**src/hw/rtl/bes_pkg.sv**
```systemverilog
// shared types, constants and codes for the block extent set engine
package bes_pkg;

  // default table depth and fixed field widths
  localparam int MAX_EXTENTS_DEF = 32;
  localparam int BLOCK_W         = 32;
  localparam int LEN_W           = 33;
  localparam int TOTAL_W         = 33;
  localparam int MAX_RESULTS     = 32;
  localparam int RES_W           = $clog2(MAX_RESULTS);

  // the hole block can never be covered
  localparam logic [BLOCK_W-1:0] SPARSE_HOLE = '1;

  typedef enum logic [1:0] {
    OP_ADD  = 2'd0,
    OP_SUB  = 2'd1,
    OP_TAKE = 2'd2,
    OP_BAD  = 2'd3
  } op_t;

  typedef enum logic [1:0] {
    STAT_OK      = 2'd0,
    STAT_FULL    = 2'd1,
    STAT_EXCEED  = 2'd2,
    STAT_IGNORED = 2'd3
  } status_t;

  typedef enum logic [3:0] {
    S_IDLE,
    S_MPRIME,
    S_MERGE,
    S_BPRIME,
    S_BUILD,
    S_BUILD2,
    S_TAIL,
    S_COMMIT,
    S_TPRIME,
    S_TAKE,
    S_REPORT
  } state_t;

  typedef struct packed {
    logic [1:0]         operation;
    logic [BLOCK_W-1:0] first_block;
    logic [BLOCK_W-1:0] block_span;
    logic [LEN_W-1:0]   request_count;
  } req_t;

  typedef struct packed {
    logic [1:0]         status;
    logic [TOTAL_W-1:0] total_after;
    logic [BLOCK_W-1:0] out_start;
    logic [LEN_W-1:0]   out_length;
    logic               last_of_run;
  } rsp_t;

  // controller to datapath
  typedef struct packed {
    logic load;
    logic rewind;
    logic advance;
    logic merge_step;
    logic wr_first;
    logic wr_second;
    logic wr_tail;
    logic set_full;
    logic commit;
    logic report;
    logic emit;
  } cmd_t;

  // datapath to controller
  typedef struct packed {
    logic [1:0] req_op;
    logic [1:0] op;
    logic       immediate;
    logic       at_end;
    logic       any_write;
    logic       two_writes;
    logic       table_full;
    logic       take_last;
    logic       need_tail;
  } stat_t;

endpackage

```
**src/hw/rtl/bes_ctrl.sv**
```systemverilog
// sequencer for the extent table scans
module bes_ctrl (
  input  logic           clk,
  input  logic           rst,
  input  logic           start,
  input  bes_pkg::stat_t stat,
  output bes_pkg::cmd_t  cmd,
  output logic           busy
);
  import bes_pkg::*;

  state_t state, state_next;

  // state register
  always_ff @(posedge clk) begin
    if (rst) begin
      state <= S_IDLE;
    end else begin
      state <= state_next;
    end
  end

  // next state
  always_comb begin
    state_next = state;
    unique case (state)
      S_IDLE: begin
        if (start) begin
          if (stat.immediate) begin
            state_next = S_REPORT;
          end else begin
            unique case (stat.req_op)
              OP_ADD:  state_next = S_MPRIME;
              OP_SUB:  state_next = S_BPRIME;
              default: state_next = S_TPRIME;
            endcase
          end
        end
      end
      S_MPRIME: state_next = S_MERGE;
      S_MERGE: begin
        if (stat.at_end) begin
          state_next = S_BPRIME;
        end
      end
      S_BPRIME: state_next = S_BUILD;
      S_BUILD: begin
        if (stat.at_end) begin
          state_next = (stat.op == OP_ADD) ? S_TAIL : S_COMMIT;
        end else if (stat.any_write && stat.table_full) begin
          state_next = S_REPORT;
        end else if (stat.two_writes) begin
          state_next = S_BUILD2;
        end
      end
      S_BUILD2: begin
        state_next = stat.table_full ? S_REPORT : S_BUILD;
      end
      S_TAIL: begin
        state_next = (stat.need_tail && stat.table_full) ? S_REPORT : S_COMMIT;
      end
      S_COMMIT: state_next = S_REPORT;
      S_TPRIME: state_next = S_TAKE;
      S_TAKE: begin
        if (stat.take_last) begin
          state_next = S_IDLE;
        end
      end
      S_REPORT: state_next = S_IDLE;
      default:  state_next = S_IDLE;
    endcase
  end

  // commands
  always_comb begin
    cmd  = '0;
    busy = (state != S_IDLE);
    unique case (state)
      S_IDLE: begin
        cmd.load = start;
      end
      S_MERGE: begin
        if (stat.at_end) begin
          cmd.rewind = 1'b1;
        end else begin
          cmd.merge_step = 1'b1;
          cmd.advance    = 1'b1;
        end
      end
      S_BUILD: begin
        if (!stat.at_end) begin
          if (stat.any_write && stat.table_full) begin
            cmd.set_full = 1'b1;
          end else begin
            cmd.wr_first = 1'b1;
            cmd.advance  = !stat.two_writes;
          end
        end
      end
      S_BUILD2: begin
        if (stat.table_full) begin
          cmd.set_full = 1'b1;
        end else begin
          cmd.wr_second = 1'b1;
          cmd.advance   = 1'b1;
        end
      end
      S_TAIL: begin
        if (stat.need_tail) begin
          if (stat.table_full) begin
            cmd.set_full = 1'b1;
          end else begin
            cmd.wr_tail = 1'b1;
          end
        end
      end
      S_COMMIT: cmd.commit = 1'b1;
      S_TAKE: begin
        cmd.emit    = 1'b1;
        cmd.advance = 1'b1;
      end
      S_REPORT: cmd.report = 1'b1;
      default: ;
    endcase
  end

endmodule

```
**config.mk**
```make
export PLATFORM = sky130hd
export DESIGN_NAME = bes_ctrl
export DESIGN_NICKNAME = d
export VERILOG_FILES = /design/src/hw/rtl/bes_pkg.sv /design/src/hw/rtl/bes_ctrl.sv
export SDC_FILE = /design/constraint.sdc
export NUM_CORES = 1
export LEC_CHECK = 0
export ABC_AREA = 1
export BUFFER_PORTS_ARGS = -buffer_cell sky130_fd_sc_hd__buf_4
export CAP_MARGIN = 40
export CORE_AREA = 2 2 39 41
export DETAILED_ROUTE_END_ITERATION = 10
export DIE_AREA = 0 0 41 43
export PLACE_DENSITY_LB_ADDON = 0.3
export SLEW_MARGIN = 20
export SYNTH_ARGS = -nofsm -noshare
export SYNTH_HDL_FRONTEND = slang
export SYNTH_SLANG_ARGS = --single-unit
```
**constraint.sdc**
```tcl
create_clock -name clk -period 3.2 [get_ports clk]
set_clock_uncertainty 0.15 [all_clocks]
set_input_delay 0.8 -clock clk [delete_from_list [all_inputs] [get_ports clk]]
set_output_delay 0.8 -clock clk [all_outputs]
set_load 0.005 [all_outputs]
```
## After elaboration in Yosys (flattened, before gate mapping)

Index checks and enable logic that the tools add are counted.

- Register bits: 4
- Word-level logic and storage cells: 58
- Bits of input ports: 14
- Output and inout port bits: 12

- Reduce and logical (&&, ||, !) cells: 8
- Equality and inequality tests: 15
- Multiplexer cells: 34

Operator list:

| kind | number |
|---|---|
| one-hot mux 4 bit (10 select lines) | 1 |
| 2-to-1 mux 4 bit | 9 |
| 2-to-1 mux 1 bit | 19 |
| equality test 4 x 3 -> 1 bit, second input constant | 4 |
| equality test 4 bit, second input constant | 3 |
| equality test 4 x 2 -> 1 bit, second input constant | 2 |
| one-hot mux 4 bit (2 select lines) | 1 |
| inequality test 2 bit, second input constant | 3 |
| equality test 4 x 1 -> 1 bit, second input constant | 1 |
| zero test 2 bit | 2 |
| zero test 4 bit | 1 |
| 2-to-1 mux 2 bit | 2 |
| inequality test 4 bit, second input constant | 1 |
| one-hot mux 1 bit (4 select lines) | 1 |
| AND reduction 4 bit | 1 |
| nonzero test 4 bit | 1 |
| one-hot mux 1 bit (3 select lines) | 1 |
| equality test 2 x 1 -> 1 bit, second input constant | 1 |
| logical AND 1 bit | 2 |
| zero test 1 bit | 1 |

## Longest topological paths before layout

Gate-level depths: netlist of run 1.

- Word-level depth: 5
- Depth in mapped cells: 8
- Gate-level depth less buffers: 8

## Worst setup path after synthesis of run 1

Ideal clock, no wire load.

- Path kind: input to output
- Start point: input port stat[4] (netlist name)
- End point: output port cmd[8] (netlist name)
- Arrival: 1.327 ns
- Cell stages on the path: 4
- Data required time: 2.250 ns
- Path slack: 0.923 ns
- Path buffers: 0
- Cells stage by stage: nand2_1 nand3b_1 o21ai_2 or3_1

RTL lines:

| element | line | RTL |
|---|---|---|
| start, declared | bes_ctrl.sv:6 | `input bes_pkg::stat_t stat,` |
| end, declared | bes_ctrl.sv:7 | `output bes_pkg::cmd_t cmd,` |

==> impl_metrics.yaml, run 1 <==
worst_setup_path:
  crit_chain: "buf_4 -> nand2_1 -> nand3b_1 -> o21ai_2 -> or3_1 -> buf_4"
  worst_r2r_path_depth: 7
  endpoint_kind: "output pin"
  critPathRequiredTime_ns: 2.25
  cp_slowest_cell: "or3_1"
  r2r_slack_ns: 1.79
  max_stage_delay_ns: 0.30
  regToRegEndpoint: "state[1]"
  cp.buffers_inverters: 2
  r2r_start: "state[0]"
  criticalPathCategory: "in -> out"
  crit_path_start_kind: "input port"
  crit_path_max_fanout: 5
  cp_common_cell: "buf_4"
  cp_top_family: "simple AND/OR/NAND/NOR gates"
  worstPathArrival_ns: 1.60
run_status:
  status: "finished, final reports clean"
clock_network:
  ctsHoldBuffers: 0
  post_cts_buffers: 0
  clockBufferDepth: 2
  insertion_delay_ns: 0.23
  clkSlewWorstSetupHoldPaths_ns: 0.04
  cts_buffers: 3
  cts_tree: "yes"
  ctsResizeCount: 0
  cts_root_buf: "clkbuf_4"
  cts.sinks: 4
  cts_htree_levels: 1
synth:
  synth_nets: 108
  synth_seq_cells: 4
  synthCells: 94
  netlist_top_cells_count: "20 x nand2_1, 19 x nor2_1, 14 x inv_1, 7 x nand2_2, 6 x nor2_2"
  synth_edf_count: 0
  synth_area_leaders: "dfxtp_1 16%, nand2_1 15%, nor2_1 14%"
  synth_seq_area_share: 0.160
  ys.flop_type: "dfxtp_1"
  netlist_area_um2: 499
  yosysMostFrequentCell: "nand2_1"
  ys_warn_count: 0
  syn_avg_cell_area_um2: 5.31
  ys_async_sr_fraction: 0
  yosysTopAreaCellShare: 0.160
  yosysUniqueCellTypes: 17
  synth_top_cell_by_area: "dfxtp_1"
detailed_routing:
  wl_um: 1320
  route.detailed.drc: 0
  final_antenna_net_count: 0
  num_vias: 641
  dr.first_iter.drc_count: 12
  via_per_inst: 4.64
  wl_per_cell_um: 9.54
  dr.pass1.iters: 4
sta:
  slew_viol_final: 0
  max_freq_ghz: 0.392
  setup_ws_ns: 0.649
  finalSetupViolations: 0
  hold_violations: 0
  period_needed_ns: 2.55
  fin_crit_sh: 0.797
  slew_headroom: 0.846
  rsz0062_at_grt: "false"
  tightest_slew_ns: 0.231
  finalSetupTns_ns: 0
place:
  place.gp.congestion: 0.882
  hpwl_um: 1130
  post-place-ws_ns: 0.647
  port_buffers: 25
finish:
  diodes: 0
  ff_latch_area_um2: 80.1
  area_delta_synth_final_pct: 46.1
  drive_above_1_share: 0.393
  reg_top3: "state: 4 flops"
  fin_nets: 138
  fill_cells: 158
  largest_register: "state"
  multi_input_area_um2: 352
  largest_register_ff_count: 4
power:
  power_w: 0.000443
  power_frac_comb: 0.650
  p_leak_nw: 0.421
  sequentialPowerShare: 0.212
  worst_ir_drop_vdd_mv: 0.362
  power.switching_w: 0.000213
  cell_internal_pwr_w: 0.000231
  swShare: 0.480
  power.density_mw_per_mm2: 608
  clockPowerShare: 0.138
global_routing:
  antenna_found_initial: 0
  grtUsageTotal: 0.181
  grt_max_degree: 7
  grt_first_pass_wirelength_um: 2170
  grt_pass1_vias: 572
  overflow: 0
floorplan:
  core_area_mm2: 0.00138
  rows: 14
  dieWidth_um: 41
  io-pin-count: 26
  die_area_mm2: 0.00176
  fp.dieH_um: 43
  initial_utilization: 0.361
flow_run:
  cap_violations: 0
worst_hold_path:
  hold_depth: 4
  min_from: "state[2]"
  hold_class: "reg -> reg"
  min_delay_worst_endpoint: "state[2]"
worst register-to-register path: cells and delay by family (launching register included):
family,cells,cell delay (ns)
AOI/OAI and AO/OA,2,0.24
buffers and inverters,1,0.09
DFF,1,0.36
and+or+nand+nor,4,0.51
worst max-delay path by stage:
| stage | startpoint | endpoint | slack (ns) | cells past startpoint |
|---|---|---|---|---|
| 6_report | stat[2] | cmd[8] | 0.65 | 6 |
| 5_1_grt | stat[2] | cmd[8] | 0.57 | 6 |
| 4_1_cts | stat[2] | cmd[8] | 0.65 | 6 |
| 3_5_place_dp | stat[2] | cmd[8] | 0.65 | 6 |
| 3_3_place_gp | stat[2] | cmd[8] | 0.66 | 6 |
| 2_1_floorplan | stat[4] | cmd[8] | 0.92 | 4 |
power by group through the flow:
stage / Clock [W] / Sequential [W] / Combinational [W]
2_1_floorplan: 0 / 0.0000902 / 0.000193
4_1_cts: 0.0000632 / 0.0000937 / 0.000291
3_3_place_gp: 0 / 0.0000937 / 0.000284
6_report: 0.0000610 / 0.0000940 / 0.000288
5_1_grt: 0.0000675 / 0.0000968 / 0.000323
3_5_place_dp: 0 / 0.0000946 / 0.000286
area by class of cell:
type                            count  area share
Sequential cell                     4       0.110
Inverter                           18      0.0926
Multi-Input combinational cell     72       0.482
Clock buffer                        3      0.0309
Timing Repair Buffer               25       0.257
Tap cell                           16      0.0274
cells by family after synthesis:
kind of cell | after synthesis | synth area share
AO/OA/AOI/OAI | 9 | 0.100
buffers and inverters | 18 | 0.135
AND/OR/NAND/NOR | 63 | 0.604
flip-flops | 4 | 0.160
metal layers:
metal  track usage  vias to the layer above  share of wire
li1              -                      341              -
met1         0.212                      284           0.41
met2         0.300                       14           0.53
met3        0.0314                        2          0.043
met4        0.0800                        0          0.012
met5             0                        -              0
layout by cell type, fill, tap and decap left out, drive strengths merged:
master  count
nand2      28
nor2       26
buf        25
inv        18
nand3       5
a21oi       5
dfxtp       4
clkbuf      3
o21ai       3
nand3b      2
or3         1
nor3        1
a31oi       1
stage by stage:
stage / std cells / area, µm² / hold WS (ns) / utilization
after floorplan: 94 / 499 / 0.447 / -
after global routing: 138 / 729 / 0.535 / 0.527
final: 138 / 729 / 0.502 / 0.527
after global placement: 135 / 707 / 0.515 / 0.511
after detailed placement: 135 / 707 / 0.502 / 0.511
after CTS: 138 / 729 / 0.509 / 0.527
Note: power is estimated with default switching activity, not from simulation.
==> run 2: changes to the inputs <==
Clock period 3.2 ns to 2.4 ns, I/O delays scaled along.
==> impl_metrics.yaml, run 2 (synthesis gave the netlist of run 1 again) <==
finish:
  final_cell_mix: "25 x buf_4, 20 x nand2_1, 19 x nor2_1"
  reg_top3: "state: 4 flops"
  fill_cells: 154
  fin_nets: 138
  multi_input_area_um2: 352
  diodes: 0
  area_delta_synth_final_pct: 46.1
  largest_register_ff_count: 4
  largest_register: "state"
  drive_above_1_share: 0.393
  final_common_cell: "buf_4"
  ff_latch_area_um2: 80.1
detailed_routing:
  route.detailed.drc: 0
  wl_um: 1270
  final_antenna_net_count: 0
  num_vias: 636
  dr.first_iter.drc_count: 13
  dr.pass1.iters: 4
  via_per_inst: 4.61
  wl_per_cell_um: 9.20
power:
  sequentialPowerShare: 0.214
  power_frac_comb: 0.647
  power.switching_w: 0.000278
  p_leak_nw: 0.421
  cell_internal_pwr_w: 0.000308
  worst_ir_drop_vdd_mv: 0.424
  clockPowerShare: 0.139
  power_w: 0.000585
  swShare: 0.474
  power.density_mw_per_mm2: 802
sta:
  finalSetupViolations: 0
  fin_crit_sh: 0.947
  max_freq_ghz: 0.440
  whs_ns: 0.402
  rsz0062_at_grt: "false"
  period_needed_ns: 2.27
  slew_headroom: 0.844
  tightest_slew_ns: 0.234
  finalSetupTns_ns: 0
  hold_violations: 0
  slew_viol_final: 0
floorplan:
  fp.dieH_um: 43
  io-pin-count: 26
  dieWidth_um: 41
  initial_utilization: 0.361
  rows: 14
  die_area_mm2: 0.00176
  core_area_mm2: 0.00138
worst_setup_path:
  crit_path_max_fanout: 5
  critPathRequiredTime_ns: 1.65
  endpoint_kind: "output pin"
  worstPathArrival_ns: 1.52
  crit_path_start_kind: "register"
  criticalPathCategory: "reg -> out"
global_routing:
  grt_max_degree: 7
  grtUsageTotal: 0.176
  grt_first_pass_wirelength_um: 2130
  antenna_found_initial: 0
  grt_pass1_vias: 553
  overflow: 0
place:
  hpwl_um: 1120
  port_buffers: 25
  place.gp.congestion: 0.882
clock_network:
  cts_buffers: 3
  ctsResizeCount: 0
  cts_tree: "yes"
  clockBufferDepth: 2
  clkSlewWorstSetupHoldPaths_ns: 0.03
  cts.sinks: 4
  ctsHoldBuffers: 0
  cts_root_buf: "clkbuf_4"
  insertion_delay_ns: 0.23
  cts_htree_levels: 1
  post_cts_buffers: 0
worst_hold_path:
  hold_class: "in -> reg"
flow_run:
  cap_violations: 0
run_status:
  status: "finished, final reports clean"
[run 2: cell counts in the layout (fill, tap and decap cells not counted)]
Identical to the previous run, type by type.
[run 2: critical path, stage by stage, from the launching register on]
cell	delay, ns
dfxtp_1	0.42
inv_1	0.11
nand2_2	0.11
nor2_2	0.06
nand2_2	0.08
o21ai_2	0.07
or3_1	0.30
buf_4	0.14
[run 2: layer usage]
| layer | part of all wire | up-vias | routed length [µm] | global-route usage |
|---|---|---|---|---|
| met5 | 0 | - | 0 | 0 |
| met1 | 0.42 | 274 | 539 | 0.218 |
| met2 | 0.52 | 17 | 660 | 0.288 |
| li1 | - | 343 | - | - |
| met4 | 0.015 | 0 | 19 | 0.0800 |
| met3 | 0.041 | 2 | 52 | 0.0157 |
[run 2: through the flow]
| step | setup slack [ns] | std cells | util | instance area (µm²) |
|---|---|---|---|---|
| detailed placement | 0.251 | 135 | 0.511 | 707 |
| global placement | 0.259 | 135 | 0.511 | 707 |
| CTS | 0.121 | 138 | 0.527 | 729 |
| global route | 0.0235 | 138 | 0.527 | 729 |
| floorplan | 0.523 | 94 | - | 499 |
| finish | 0.128 | 138 | 0.527 | 729 |
[run 2: path summary, 6_finish.rpt]
check | startpoint | to | slack (ns) | cells after the start
worst min register to register | state[2] | state[2] | 0.50 | 4
worst max register to register | state[0] | state[0] | 1.02 | 8
worst min-delay path | rst | state[3] | 0.40 | 2
worst max-delay path | state[0] | cmd[8] | 0.13 | 7
[run 2: power by group through the flow]
stage                     logic, W  registers [W]  clock network, W
final                     0.000379       0.000125         0.0000815
after global routing      0.000428       0.000129         0.0000850
after CTS                 0.000382       0.000125         0.0000842
after detailed placement  0.000381       0.000126                 0
after global placement    0.000378       0.000125                 0
after floorplan           0.000257       0.000120                 0
[run 2: layout make-up]
type,instances,area share
multi-input combinational,72,0.482
tap,16,0.0274
clock buffer,3,0.0309
timing repair buffer,25,0.257
inverter,18,0.0926
sequential,4,0.110
==> run 3: changes to the inputs <==
Settings changed: ABC_AREA 1 to unset.
==> impl_metrics.yaml, run 3 <==
synth:
  synthAdderAreaFrac: 0
  synth_mux_area_frac: 0
  synth_top_family_by_area: "simple AND/OR/NAND/NOR gates"
  synthCells: 68
  synth-compound-area-share: 0.351
  netlist_area_um2: 503
  syn_avg_cell_area_um2: 7.40
  synth_seq_area_share: 0.159
  ys_warn_count: 0
  yosys.area_share.xor_xnor: 0
  synth_seq_cells: 4
  ys.flop_type: "dfxtp_1"
  synth_top_cell_by_area: "dfxtp_1"
  yosysMostFrequentCell: "nor2_1"
  ys_async_sr_fraction: 0
  netlist_top_cells_count: "6 x nor2_1, 5 x a21oi_1, 5 x inv_1"
  synth_area_leaders: "dfxtp_1 16%, a2111oi_4 5.5%, a21oi_1 5.0%"
  synth-simple-area-share: 0.388
  synth_nets: 82
  synth_edf_count: 0
  yosysUniqueCellTypes: 36
  yosysTopAreaCellShare: 0.159
detailed_routing:
  final_antenna_net_count: 0
  wl_per_cell_um: 13.5
  dr.pass1.iters: 4
  num_vias: 650
  dr.first_iter.drc_count: 25
  route.detailed.drc: 0
  via_per_inst: 5.75
  wl_um: 1520
place:
  port_buffers: 25
  hpwl_um: 1180
  placed_area_um2: 723
  place.gp.congestion: 0.836
worst_setup_path:
  crit_start: "stat[2]"
  worstSetupPathDepth: 5
  r2r_slack_ns: 0.52
  crit_path_max_fanout: 6
  max_stage_delay_ns: 0.38
  crit_chain: "buf_4 -> or3b_4 -> or3_4 -> inv_1 -> buf_4"
  worstPathArrival_ns: 1.61
  cp_top_family: "simple AND/OR/NAND/NOR gates"
  worst_r2r_path_depth: 5
  cp_slowest_cell: "or3b_4"
  regToRegEndpoint: "state[3]"
  crit_path_start_kind: "input port"
  criticalPathCategory: "in -> out"
  critPathRequiredTime_ns: 1.65
  cp.buffers_inverters: 3
  r2r_start: "state[0]"
  endpoint_kind: "output pin"
  cp_common_cell: "buf_4"
clock_network:
  cts_buffers: 3
  clkSlewWorstSetupHoldPaths_ns: 0.04
  cts_htree_levels: 1
  ctsResizeCount: 0
  post_cts_buffers: 0
  insertion_delay_ns: 0.24
  cts_root_buf: "clkbuf_4"
  clockBufferDepth: 2
  cts.sinks: 4
  ctsHoldBuffers: 0
  cts_tree: "yes"
floorplan:
  fp.dieH_um: 43
  initial_utilization: 0.363
  rows: 14
  io-pin-count: 26
  die_area_mm2: 0.00176
  dieWidth_um: 41
  core_area_mm2: 0.00138
global_routing:
  grt_max_degree: 14
  grt_pass1_vias: 526
  antenna_found_initial: 0
  grtUsageTotal: 0.194
  grt_first_pass_wirelength_um: 2250
  overflow: 0
worst_hold_path:
  hold_class: "in -> reg"
  min_delay_worst_endpoint: "state[1]"
  hold_depth: 2
  min_from: "rst"
power:
  p_leak_nw: 0.348
  worst_ir_drop_vdd_mv: 0.463
  power.density_mw_per_mm2: 904
sta:
  finalSetupTns_ns: 0
  hold_violations: 0
  finalSetupViolations: 0
  tightest_slew_ns: 0.352
  fin_crit_sh: 0.981
  max_freq_ghz: 0.425
  period_needed_ns: 2.36
  slew_headroom: 0.765
  slew_viol_final: 0
  rsz0062_at_grt: "false"
finish:
  fin_area_um2: 756
  finish.utilization: 0.546
  fin_nets: 113
  final_common_cell: "buf_4"
  largest_register: "state"
  drive_above_1_share: 0.485
  area_delta_synth_final_pct: 50.2
  reg_top3: "state: 4 flops"
  final_cell_mix: "30 x buf_4, 6 x nor2_1, 5 x inv_1, 5 x a21oi_1"
  largest_register_ff_count: 4
  diodes: 0
flow_run:
  cap_violations: 0
run_status:
  status: "finished, final reports clean"
[run 3: how the worst max path moves through the flow]
stage | end | slack (ns)
3_5_place_dp | cmd[5] | 0.05
5_1_grt | cmd[5] | 0.004
2_1_floorplan | cmd[5] | 0.31
3_3_place_gp | cmd[5] | 0.07
6_report | cmd[5] | 0.04
4_1_cts | cmd[8] | 0.009
[run 3: kinds of logic (layout without fill, tap and decap cells)]
kind of cell / Yosys count / count (layout)
buffers and inverters: 11 / 40
AO/OA/AOI/OAI: 22 / 22
AND/OR/NAND/NOR: 31 / 31
flip-flops: 4 / 4
[run 3: final cells by class]
type	instances	area, µm²
Fill cell	140	628
Multi-Input combinational cell	53	379
Timing Repair Buffer	30	225
Sequential cell	4	82.6
Inverter	7	26.3
Clock buffer	3	22.5
Tap cell	16	20.0
[run 3: metrics by stage]
step / hold WS (ns) / setup WS, ns / std cells / power, W
2_1_floorplan: 0.451 / 0.310 / 68 / 0.000431
3_3_place_gp: 0.501 / 0.0656 / 110 / 0.000582
3_5_place_dp: 0.499 / 0.0463 / 110 / 0.000586
4_1_cts: 0.382 / 0.00901 / 113 / 0.000677
5_1_grt: 0.379 / 0.00358 / 113 / 0.000734
6_report: 0.380 / 0.0447 / 113 / 0.000684
[run 3: metal layers]
layer,global-route usage,part of all wire,vias to the layer above
li1,-,-,316
met1,0.248,0.42,294
met2,0.275,0.47,33
met3,0.00524,0.064,7
met4,0.180,0.047,0
met5,0,0,-
[run 3: power breakdown]
group          switching, W  internal (W)  total [W]
logic              0.000252      0.000224   0.000476
registers         0.0000272     0.0000914   0.000119
clock network     0.0000325     0.0000563  0.0000888
total              0.000311      0.000372   0.000684
